`src/hdl/sha256_pkg.sv`:
```
`default_nettype none

package sha256_pkg;

    // input beat: one optional message byte and an end marker
    typedef struct packed {
        logic [7:0] data_byte;
        logic       byte_present;
        logic       end_of_message;
    } in_beat_t;

    // output beat: one digest word
    typedef struct packed {
        logic [31:0] digest_word;
        logic [2:0]  word_index;
        logic        last_word;
    } out_beat_t;

    // byte source select for the block shift register
    localparam logic [1:0] SRC_INPUT = 2'd0;
    localparam logic [1:0] SRC_MARK  = 2'd1;
    localparam logic [1:0] SRC_ZERO  = 2'd2;
    localparam logic [1:0] SRC_LEN   = 2'd3;

    // controller to datapath commands
    typedef struct packed {
        logic       put_byte;
        logic [1:0] byte_src;
        logic [2:0] len_idx;
        logic       add_bits;
        logic       init_work;
        logic       round_en;
        logic [5:0] round_idx;
        logic       fold;
        logic       out_shift;
        logic       reinit;
    } dp_cmd_t;

    localparam logic [5:0]  FILL_LAST     = 6'd63;
    localparam logic [5:0]  LEN_START     = 6'd56;
    localparam logic [5:0]  ROUND_LAST    = 6'd63;
    localparam logic [2:0]  WORD_LAST     = 3'd7;
    localparam logic [7:0]  PAD_MARK      = 8'h80;
    localparam logic [63:0] BITS_PER_BYTE = 64'd8;

    localparam logic [31:0] ROUND_K [64] = '{
        32'h428a2f98, 32'h71374491, 32'hb5c0fbcf, 32'he9b5dba5,
        32'h3956c25b, 32'h59f111f1, 32'h923f82a4, 32'hab1c5ed5,
        32'hd807aa98, 32'h12835b01, 32'h243185be, 32'h550c7dc3,
        32'h72be5d74, 32'h80deb1fe, 32'h9bdc06a7, 32'hc19bf174,
        32'he49b69c1, 32'hefbe4786, 32'h0fc19dc6, 32'h240ca1cc,
        32'h2de92c6f, 32'h4a7484aa, 32'h5cb0a9dc, 32'h76f988da,
        32'h983e5152, 32'ha831c66d, 32'hb00327c8, 32'hbf597fc7,
        32'hc6e00bf3, 32'hd5a79147, 32'h06ca6351, 32'h14292967,
        32'h27b70a85, 32'h2e1b2138, 32'h4d2c6dfc, 32'h53380d13,
        32'h650a7354, 32'h766a0abb, 32'h81c2c92e, 32'h92722c85,
        32'ha2bfe8a1, 32'ha81a664b, 32'hc24b8b70, 32'hc76c51a3,
        32'hd192e819, 32'hd6990624, 32'hf40e3585, 32'h106aa070,
        32'h19a4c116, 32'h1e376c08, 32'h2748774c, 32'h34b0bcb5,
        32'h391c0cb3, 32'h4ed8aa4a, 32'h5b9cca4f, 32'h682e6ff3,
        32'h748f82ee, 32'h78a5636f, 32'h84c87814, 32'h8cc70208,
        32'h90befffa, 32'ha4506ceb, 32'hbef9a3f7, 32'hc67178f2
    };

    localparam logic [31:0] INIT_HASH [8] = '{
        32'h6a09e667, 32'hbb67ae85, 32'h3c6ef372, 32'ha54ff53a,
        32'h510e527f, 32'h9b05688c, 32'h1f83d9ab, 32'h5be0cd19
    };

    function automatic logic [31:0] rotr(input logic [31:0] x, input int unsigned n);
        rotr = (x >> n) | (x << (32 - n));
    endfunction

    function automatic logic [31:0] big_sigma0(input logic [31:0] x);
        big_sigma0 = rotr(x, 2) ^ rotr(x, 13) ^ rotr(x, 22);
    endfunction

    function automatic logic [31:0] big_sigma1(input logic [31:0] x);
        big_sigma1 = rotr(x, 6) ^ rotr(x, 11) ^ rotr(x, 25);
    endfunction

    function automatic logic [31:0] small_sigma0(input logic [31:0] x);
        small_sigma0 = rotr(x, 7) ^ rotr(x, 18) ^ (x >> 3);
    endfunction

    function automatic logic [31:0] small_sigma1(input logic [31:0] x);
        small_sigma1 = rotr(x, 17) ^ rotr(x, 19) ^ (x >> 10);
    endfunction

endpackage

`default_nettype wire

```
`src/hdl/sha256_datapath.sv`:
```
`default_nettype none

module sha256_datapath (
    input  wire logic                clk,
    input  wire logic                rst_n,
    input  wire sha256_pkg::dp_cmd_t cmd,
    input  wire logic [7:0]          data_byte,
    output logic [31:0]              digest_word
);
    import sha256_pkg::*;

    // block bytes, later the rolling schedule window; word 0 sits at the top
    logic [511:0] blk_reg;
    logic [511:0] blk_next;
    logic [31:0]  work_reg [8];
    logic [31:0]  work_next [8];
    logic [31:0]  hash_reg [8];
    logic [31:0]  hash_next [8];
    logic [63:0]  bit_total_reg;
    logic [63:0]  bit_total_next;

    logic [7:0]  len_byte;
    logic [7:0]  put_value;
    logic [31:0] w_cur;
    logic [31:0] w_new;
    logic [31:0] t1;
    logic [31:0] t2;
    logic [31:0] ch;
    logic [31:0] maj;

    // length byte, most significant first
    assign len_byte = bit_total_reg[{~cmd.len_idx, 3'b000} +: 8];

    // byte source mux
    always_comb
    begin
        case (cmd.byte_src)
            SRC_INPUT: put_value = data_byte;
            SRC_MARK:  put_value = PAD_MARK;
            SRC_ZERO:  put_value = 8'd0;
            SRC_LEN:   put_value = len_byte;
            default:   put_value = 8'd0;
        endcase
    end

    // schedule expansion from the window taps
    assign w_cur = blk_reg[511:480];
    assign w_new = small_sigma1(blk_reg[511 - 32*14 -: 32]) + blk_reg[511 - 32*9 -: 32]
                 + small_sigma0(blk_reg[511 - 32*1 -: 32]) + w_cur;

    // one compression round
    assign ch  = (work_reg[4] & work_reg[5]) ^ (~work_reg[4] & work_reg[6]);
    assign maj = (work_reg[0] & work_reg[1]) ^ (work_reg[0] & work_reg[2])
               ^ (work_reg[1] & work_reg[2]);
    assign t1  = work_reg[7] + big_sigma1(work_reg[4]) + ch + ROUND_K[cmd.round_idx] + w_cur;
    assign t2  = big_sigma0(work_reg[0]) + maj;

    // block register and working variables
    always_comb
    begin
        blk_next = blk_reg;
        if (cmd.put_byte)
        begin
            blk_next = {blk_reg[503:0], put_value};
        end
        else if (cmd.round_en)
        begin
            blk_next = {blk_reg[479:0], w_new};
        end

        for (int j = 0; j < 8; j++)
        begin
            work_next[j] = work_reg[j];
        end
        if (cmd.init_work)
        begin
            for (int j = 0; j < 8; j++)
            begin
                work_next[j] = hash_reg[j];
            end
        end
        else if (cmd.round_en)
        begin
            work_next[0] = t1 + t2;
            work_next[1] = work_reg[0];
            work_next[2] = work_reg[1];
            work_next[3] = work_reg[2];
            work_next[4] = work_reg[3] + t1;
            work_next[5] = work_reg[4];
            work_next[6] = work_reg[5];
            work_next[7] = work_reg[6];
        end
    end

    // chaining value and bit count
    always_comb
    begin
        for (int j = 0; j < 8; j++)
        begin
            hash_next[j] = hash_reg[j];
        end
        if (cmd.reinit)
        begin
            for (int j = 0; j < 8; j++)
            begin
                hash_next[j] = INIT_HASH[j];
            end
        end
        else if (cmd.fold)
        begin
            for (int j = 0; j < 8; j++)
            begin
                hash_next[j] = hash_reg[j] + work_reg[j];
            end
        end
        else if (cmd.out_shift)
        begin
            for (int j = 0; j < 7; j++)
            begin
                hash_next[j] = hash_reg[j + 1];
            end
            hash_next[7] = hash_reg[0];
        end

        bit_total_next = bit_total_reg;
        if (cmd.reinit)
        begin
            bit_total_next = 64'd0;
        end
        else if (cmd.add_bits)
        begin
            bit_total_next = bit_total_reg + BITS_PER_BYTE;
        end
    end

    always_ff @(posedge clk or negedge rst_n)
    begin
        if (!rst_n)
        begin
            for (int j = 0; j < 8; j++)
            begin
                hash_reg[j] <= INIT_HASH[j];
            end
            bit_total_reg <= 64'd0;
        end
        else
        begin
            for (int j = 0; j < 8; j++)
            begin
                hash_reg[j] <= hash_next[j];
            end
            bit_total_reg <= bit_total_next;
        end
    end

    always_ff @(posedge clk)
    begin
        blk_reg <= blk_next;
        for (int j = 0; j < 8; j++)
        begin
            work_reg[j] <= work_next[j];
        end
    end

    // words leave from the front of the rotating hash
    assign digest_word = hash_reg[0];

endmodule

`default_nettype wire

```
`src/hdl/sha256_ctrl.sv`:
```
`default_nettype none

module sha256_ctrl (
    input  wire logic                clk,
    input  wire logic                rst_n,
    input  wire logic                in_valid,
    output logic                     in_ready,
    input  wire logic                byte_present,
    input  wire logic                end_of_message,
    output logic                     out_valid,
    input  wire logic                out_ready,
    output logic [2:0]               word_index,
    output logic                     last_word,
    output sha256_pkg::dp_cmd_t      cmd
);
    import sha256_pkg::*;

    localparam logic [2:0] ST_IDLE  = 3'd0;
    localparam logic [2:0] ST_PAD   = 3'd1;
    localparam logic [2:0] ST_LOAD  = 3'd2;
    localparam logic [2:0] ST_ROUND = 3'd3;
    localparam logic [2:0] ST_FOLD  = 3'd4;
    localparam logic [2:0] ST_OUT   = 3'd5;

    logic [2:0] state_reg;
    logic [2:0] state_next;
    logic [5:0] fill_reg;
    logic [5:0] fill_next;
    logic [5:0] round_reg;
    logic [5:0] round_next;
    logic [2:0] word_reg;
    logic [2:0] word_next;
    logic       pad_active_reg;
    logic       pad_active_next;
    logic       pad_first_reg;
    logic       pad_first_next;
    logic       len_phase_reg;
    logic       len_phase_next;

    // sequencer
    always_comb
    begin
        state_next      = state_reg;
        fill_next       = fill_reg;
        round_next      = round_reg;
        word_next       = word_reg;
        pad_active_next = pad_active_reg;
        pad_first_next  = pad_first_reg;
        len_phase_next  = len_phase_reg;
        cmd             = '0;
        cmd.round_idx   = round_reg;
        cmd.len_idx     = fill_reg[2:0];

        case (state_reg)
            ST_IDLE:
            begin
                if (in_valid)
                begin
                    if (byte_present)
                    begin
                        cmd.put_byte = 1'b1;
                        cmd.byte_src = SRC_INPUT;
                        cmd.add_bits = 1'b1;
                        fill_next    = fill_reg + 6'd1;
                    end
                    if (end_of_message)
                    begin
                        pad_active_next = 1'b1;
                        pad_first_next  = 1'b1;
                    end
                    if (byte_present && fill_reg == FILL_LAST)
                    begin
                        state_next = ST_LOAD;
                    end
                    else if (end_of_message)
                    begin
                        state_next = ST_PAD;
                    end
                end
            end
            ST_PAD:
            begin
                cmd.put_byte = 1'b1;
                if (pad_first_reg)
                begin
                    cmd.byte_src = SRC_MARK;
                end
                else if (len_phase_reg || fill_reg == LEN_START)
                begin
                    cmd.byte_src = SRC_LEN;
                end
                else
                begin
                    cmd.byte_src = SRC_ZERO;
                end
                pad_first_next = 1'b0;
                if (!pad_first_reg && fill_reg == LEN_START)
                begin
                    len_phase_next = 1'b1;
                end
                fill_next = fill_reg + 6'd1;
                if (fill_reg == FILL_LAST)
                begin
                    state_next = ST_LOAD;
                end
            end
            ST_LOAD:
            begin
                cmd.init_work = 1'b1;
                round_next    = 6'd0;
                state_next    = ST_ROUND;
            end
            ST_ROUND:
            begin
                cmd.round_en = 1'b1;
                round_next   = round_reg + 6'd1;
                if (round_reg == ROUND_LAST)
                begin
                    state_next = ST_FOLD;
                end
            end
            ST_FOLD:
            begin
                cmd.fold = 1'b1;
                if (len_phase_reg)
                begin
                    word_next  = 3'd0;
                    state_next = ST_OUT;
                end
                else if (pad_active_reg)
                begin
                    state_next = ST_PAD;
                end
                else
                begin
                    state_next = ST_IDLE;
                end
            end
            ST_OUT:
            begin
                if (out_ready)
                begin
                    cmd.out_shift = 1'b1;
                    word_next     = word_reg + 3'd1;
                    if (word_reg == WORD_LAST)
                    begin
                        cmd.reinit      = 1'b1;
                        pad_active_next = 1'b0;
                        len_phase_next  = 1'b0;
                        state_next      = ST_IDLE;
                    end
                end
            end
            default:
            begin
                state_next = ST_IDLE;
            end
        endcase
    end

    always_ff @(posedge clk or negedge rst_n)
    begin
        if (!rst_n)
        begin
            state_reg      <= ST_IDLE;
            fill_reg       <= 6'd0;
            round_reg      <= 6'd0;
            word_reg       <= 3'd0;
            pad_active_reg <= 1'b0;
            pad_first_reg  <= 1'b0;
            len_phase_reg  <= 1'b0;
        end
        else
        begin
            state_reg      <= state_next;
            fill_reg       <= fill_next;
            round_reg      <= round_next;
            word_reg       <= word_next;
            pad_active_reg <= pad_active_next;
            pad_first_reg  <= pad_first_next;
            len_phase_reg  <= len_phase_next;
        end
    end

    // handshake and output status
    assign in_ready   = (state_reg == ST_IDLE);
    assign out_valid  = (state_reg == ST_OUT);
    assign word_index = word_reg;
    assign last_word  = (word_reg == WORD_LAST);

endmodule

`default_nettype wire

```
`src/hdl/sha256_byte_stream_hasher.sv`:
```
// Bytes are taken one per cycle; the 64th byte of a block stalls input through the
// working-variable load, 64 rounds of the single round unit and the chaining fold.
// End of message: padding goes in one byte per cycle up to the block end (one or two
// more compressions), then eight digest beats, one per accepted output cycle.
// Reset (async, active low) loads the initial hash, clears the byte and bit counts and
// leaves the block ready for input with no output pending.
`default_nettype none

module sha256_byte_stream_hasher (
    input  wire logic                  clk,
    input  wire logic                  rst_n,
    input  wire logic                  in_valid,
    output logic                       in_ready,
    input  wire sha256_pkg::in_beat_t  in_data,
    output logic                       out_valid,
    input  wire logic                  out_ready,
    output sha256_pkg::out_beat_t      out_data
);
    import sha256_pkg::*;

    dp_cmd_t     cmd;
    logic [31:0] digest_word;
    logic [2:0]  word_index;
    logic        last_word;

    sha256_ctrl u_ctrl (
        .clk            (clk),
        .rst_n          (rst_n),
        .in_valid       (in_valid),
        .in_ready       (in_ready),
        .byte_present   (in_data.byte_present),
        .end_of_message (in_data.end_of_message),
        .out_valid      (out_valid),
        .out_ready      (out_ready),
        .word_index     (word_index),
        .last_word      (last_word),
        .cmd            (cmd)
    );

    sha256_datapath u_datapath (
        .clk         (clk),
        .rst_n       (rst_n),
        .cmd         (cmd),
        .data_byte   (in_data.data_byte),
        .digest_word (digest_word)
    );

    // output beat
    assign out_data = '{digest_word: digest_word, word_index: word_index,
                        last_word: last_word};

    // input and output never open together
    assert property (@(posedge clk) disable iff (!rst_n) !(in_ready && out_valid))
        else $error("input and output handshakes open together");

    // digest words leave in order without gaps
    assert property (@(posedge clk) disable iff (!rst_n)
        out_valid && out_ready && !out_data.last_word |=>
            out_valid && out_data.word_index == 3'($past(out_data.word_index) + 3'd1))
        else $error("digest word order broken");

    // after the last word the block is ready for the next message
    assert property (@(posedge clk) disable iff (!rst_n)
        out_valid && out_ready && out_data.last_word |=> in_ready && !out_valid)
        else $error("block not idle after final digest word");

endmodule

`default_nettype wire

```
`config.mk`:
```
export PLATFORM = sky130hd
export DESIGN_NAME = sha256_byte_stream_hasher
export DESIGN_NICKNAME = d
export VERILOG_FILES = /design/src/hdl/sha256_pkg.sv /design/src/hdl/sha256_datapath.sv /design/src/hdl/sha256_ctrl.sv /design/src/hdl/sha256_byte_stream_hasher.sv
export SDC_FILE = /design/constraint.sdc
export NUM_CORES = 2
export LEC_CHECK = 0
export BUFFER_PORTS_ARGS = -buffer_cell sky130_fd_sc_hd__buf_4
export CAP_MARGIN = 20
export CORE_ASPECT_RATIO = 2
export CORE_MARGIN = 5
export CORE_UTILIZATION = 60
export DETAILED_ROUTE_END_ITERATION = 6
export PLACE_DENSITY = 0.76
export SYNTH_ARGS = -nofsm -noshare
export SYNTH_HDL_FRONTEND = slang
export SYNTH_HIERARCHICAL = 1
export SYNTH_SLANG_ARGS = --single-unit
```
`constraint.sdc`:
```
create_clock -name clk -period 12.95 [get_ports clk]
set_clock_uncertainty 0.05 [all_clocks]
set_input_delay 1.9425 -clock clk [delete_from_list [all_inputs] [get_ports clk]]
set_output_delay 1.9425 -clock clk [all_outputs]
set_load 0.005 [all_outputs]
```
# Word level (Yosys, flattened, before mapping)
# Memories as Yosys holds them, arrays and structs flattened.
# Index checks and enable logic that the tools add are counted.
[totals]
ff_bits = 853
mem_count = 2
word_cells = 165
mem_bits_rw = 256
input_bits = 14
output_inout_bits = 38
rom_bits = 2048
[op_classes]
order_cmp = 1
eq_ne = 22
addsub = 22
mux = 51
bitwise = 29
reduce_logical = 20
shifts = 1
[mem_list]
columns = ["memory", "words", "word_bits", "rd", "rd_clocked_by_memory_dff", "write_ports", "line_no", "text"]
rows = [
  ["(no name shown)", 64, 32, 1, 0, 0, "sha256_datapath.sv:55", "assign t1 = work_reg[7] + big_sigma1(work_reg[4]) + ch + ROUND_K[cmd.round_idx] + w_cur;"],
  ["u_datapath.work_reg", 8, 32, 8, 0, 8, "sha256_datapath.sv:15", "logic [31:0] work_reg [8];"],
]
[ops]
columns = ["cell", "n"]
rows = [
  ["256-bit 2-to-1 mux", 5],
  ["512-bit 2-to-1 mux", 2],
  ["32-bit adder", 18],
  ["32-bit bitwise XOR", 9],
  ["32-bit AND", 5],
  ["64-bit 2-to-1 mux", 2],
  ["64-bit by 4-bit adder with 64-bit output (second input constant)", 1],
  ["32-bit 2-to-1 mux", 2],
  ["64-bit by 7-bit indexed part select with 8-bit output", 1],
  ["3-bit 2-to-1 mux", 12],
  ["32-bit inverter", 1],
  ["10-bit by 32-bit bitwise OR with 32-bit output", 1],
  ["13-bit by 32-bit bitwise OR with 32-bit output", 1],
  ["14-bit by 32-bit bitwise OR with 32-bit output", 1],
  ["15-bit by 32-bit bitwise OR with 32-bit output", 1],
  ["19-bit by 32-bit bitwise OR with 32-bit output", 1],
  ["21-bit by 32-bit bitwise OR with 32-bit output", 1],
  ["25-bit by 32-bit bitwise OR with 32-bit output", 1],
  ["26-bit by 32-bit bitwise OR with 32-bit output", 1],
  ["30-bit by 32-bit bitwise OR with 32-bit output", 1],
  ["7-bit by 32-bit bitwise OR with 32-bit output", 1],
  ["8-bit case mux with 4 select lines", 1],
  ["32-bit by 22-bit bitwise XOR with 32-bit output", 1],
  ["32-bit by 29-bit bitwise XOR with 32-bit output", 1],
  ["32 further kinds", 75],
]

# Depth between registers and ports, before layout
# An unclocked memory read counts as a cell.
[logic_depth]
ltp_word = 11
ltp_mapped = 37
ltp_nobuf = 37

# Modules after synthesis
# The synthesis kept the hierarchy.
[by_module_without_submodules]
columns = ["mod", "n_inst", "cells_per_inst", "area_each_um2", "seq_area_each_um2"]
rows = [
  ["sha256_datapath", 1, 7134, 76379.5, 31164.9],
  ["sha256_ctrl", 1, 123, 1177.4, 525.5],
  ["sha256_byte_stream_hasher", 1, 1, 7.5, 0.0],
]

# Worst setup path after synthesis
# No wires, ideal clock.
[synth_path]
path_type = "input -> register"
start = "in in_valid"
end = "reg u_datapath.blk_reg[0], enable pin"
path_buffers = 3
t_arrival_ps = 9346
required_ps = 12232
cell_stages = 6
setup_ps = 668
path_slack_ps = 2887
path_cell_list = "a21oi_1 > nor3_4 > clkbuf_1 > clkbuf_1 > buf_1 > or2_2"
[synth_lines]
columns = ["item", "line_no", "text"]
rows = [
  ["start, declared", "sha256_byte_stream_hasher.sv:12", "input wire logic in_valid,"],
  ["end signal, assigned", "sha256_datapath.sv:158", "blk_reg <= blk_next;"],
  ["end, declared", "sha256_datapath.sv:13", "logic [511:0] blk_reg;"],
]

==> results.ini <==
[outcome]
outcome=complete, no violations

[yosys]
synth.top_cell.area_share_pct=29.7
synthesis.area_mm2=0.0776
synth_seq_area_share_pct=40.9
yosys_most_used_dff=edfxtp_1
syn_area_per_cell_um2=10.7
synth_edf_count=768
synth_largest_area_cell=edfxtp_1
synthArstFlopShare_pct=30.6
syn_nets=7863
synth_cell_type_count=99
postSynthCellCount=7258
synthTopCellsByArea=edfxtp_1, mux2_2, dfrtp_1
ys_ff_latch=1106
yosys_warnings=6

[sta]
worst_pin_slew_ps=1420
min_period_ps=9950
relSlewSlack_pct=5.54
finalSetupViolCount=0
rsz0062_at_grt=no
clock.fmax_mhz=101
drv_slew=0
hold_violations=0
holdWs_ps=451
fin_crit_sh_pct=76.8
finalSetupTns_ps=0

[floorplan]
core_mm2=0.128
start_util_pct=60.4
io_pins=52
die_w_um=264
std_cell_rows=186
die_area_mm2=0.137
die_h_um=518

[detailed_routing]
drtIter0Drc=5217
wl_per_cell_um=28.5
via_per_inst=6.48
drcViolationCount=0
first_pass_iters=7
vias=57700
final_antenna_net_count=0
drt_wl_total_mm=254

[place]
place_inst=8705
hpwlAfterDp_mm=188
place.port_buffers=51
place_congestion=1.04

[clocking]
post_cts_resized=0
post_cts_buffers=0
hold_buffers=0
cts_max_level=3
cts_tree=built
cts_sinks=1106
clk_pin_slew_worst_paths_ps=70
clk_path_buf_depth=3
cts_root_buffer=clkbuf_16
clock_latency_ps=770
cts_buffers=104

[setup_path]
path_max_fanout=36
endpoint_kind=register
crit_family=compound AO/OA/AOI/OAI gates
cp_slowest_cell=ha_1
cp-start-kind=register
crit_buf_inv=5
crit_top_cell=a21oi_1
path_class=register to register
required_ps=13350
critPathArrivalTime_ps=10350
max_stage_delay_ps=810

[grt]
grt_max_degree=207
antenna_found_initial=5
grt_pass1_vias=59200
grtUsageTotal_pct=35.9
grt_pass1_wl_mm=370
grt_overflow=0

[finish]
largest_reg_flops=512
final_util_pct=64.5
final_cell_mix=edfxtp_1, mux2_2, inv_1
layout_commonest_cell=edfxtp_1
final_cell_count_no_fill=8909
drive_gt1_share_pct=17.1
areaGrowthSynthToFinish_pct=6.77
fillers=10100
fin_nets=7731

[min_path]
min_path_type=register to register

[run]
max_cap_viol_count=0

==> cell families (layout without fill, tap and decap cells) <==
| family | count (synthesis) | after routing | synth area share (%) |
|---|---|---|---|
| compound gates | 1755 | 1755 | 14.7 |
| flops | 1106 | 1106 | 40.9 |
| fa+ha+maj | 595 | 595 | 11.5 |
| buf+inv | 896 | 853 | 4.54 |
| xor+xnor | 625 | 625 | 7.06 |
| mux | 890 | 890 | 12.9 |
| simple gates | 1391 | 1391 | 8.47 |
| other cells | 0 | 2 | 0 |
==> metrics by stage <==
| step | worst slack (ps) | cell area, um2 |
|---|---|---|
| CTS | 3260 | 82700 |
| global placement | 3210 | 79300 |
| floorplan | 2890 | 77600 |
| global route | 2480 | 82800 |
| detailed placement | 3270 | 79300 |
| finish | 3000 | 82800 |
==> cells in the mapped netlist (202+ instances only) <==
cell type  number
a21o_1        216
a21oi_1       430
clkbuf_1      293
dfrtp_1       202
edfxtp_1      768
ha_1          396
inv_1         510
mux2_2        682
nand2_1       419
nor2_1        405
o21ai_0       417
xnor2_1       366
xor2_1        259
==> path summary, 6_finish.rpt <==
check                                      start                    endpoint  slack (ps)  cells after the start
setup / recovery             u_ctrl/round_reg[0]  u_datapath/work_reg[0][28]        3000                     35
hold / removal             u_ctrl/pad_active_reg       u_ctrl/pad_active_reg         450                      1
setup reg to reg             u_ctrl/round_reg[0]  u_datapath/work_reg[0][28]        3000                     35
hold reg to reg            u_ctrl/pad_active_reg       u_ctrl/pad_active_reg         450                      1
max in group asynchronous                  rst_n    u_datapath/hash_reg[106]        9670                      3
min in group asynchronous                  rst_n     u_datapath/hash_reg[93]        1100                      1
==> final cells by class <==
class / instances / area (um2) / area share [%]
inverter: 513 / 1940 / 2.34
multi-input combinational: 5256 / 42400 / 51.2
sequential: 1106 / 31700 / 38.3
antenna: 2 / 5.00 / 0.00604
timing repair buffer: 145 / 1230 / 1.49
clock inverter: 62 / 626 / 0.755
clock buffer: 133 / 2800 / 3.39
tap: 1692 / 2120 / 2.56
==> layer usage <==
layer,vias up,track usage (%),wire length (um)
li1,25900,-,-
met2,2286,64.0,130000
met4,4,33.9,30900
met1,28500,35.2,80700
met5,-,0,24
met3,1048,4.84,12000
Power is left out: the tool's default activity adds up to more than one toggle a clock period on the data nets, which glitch-free logic cannot reach.
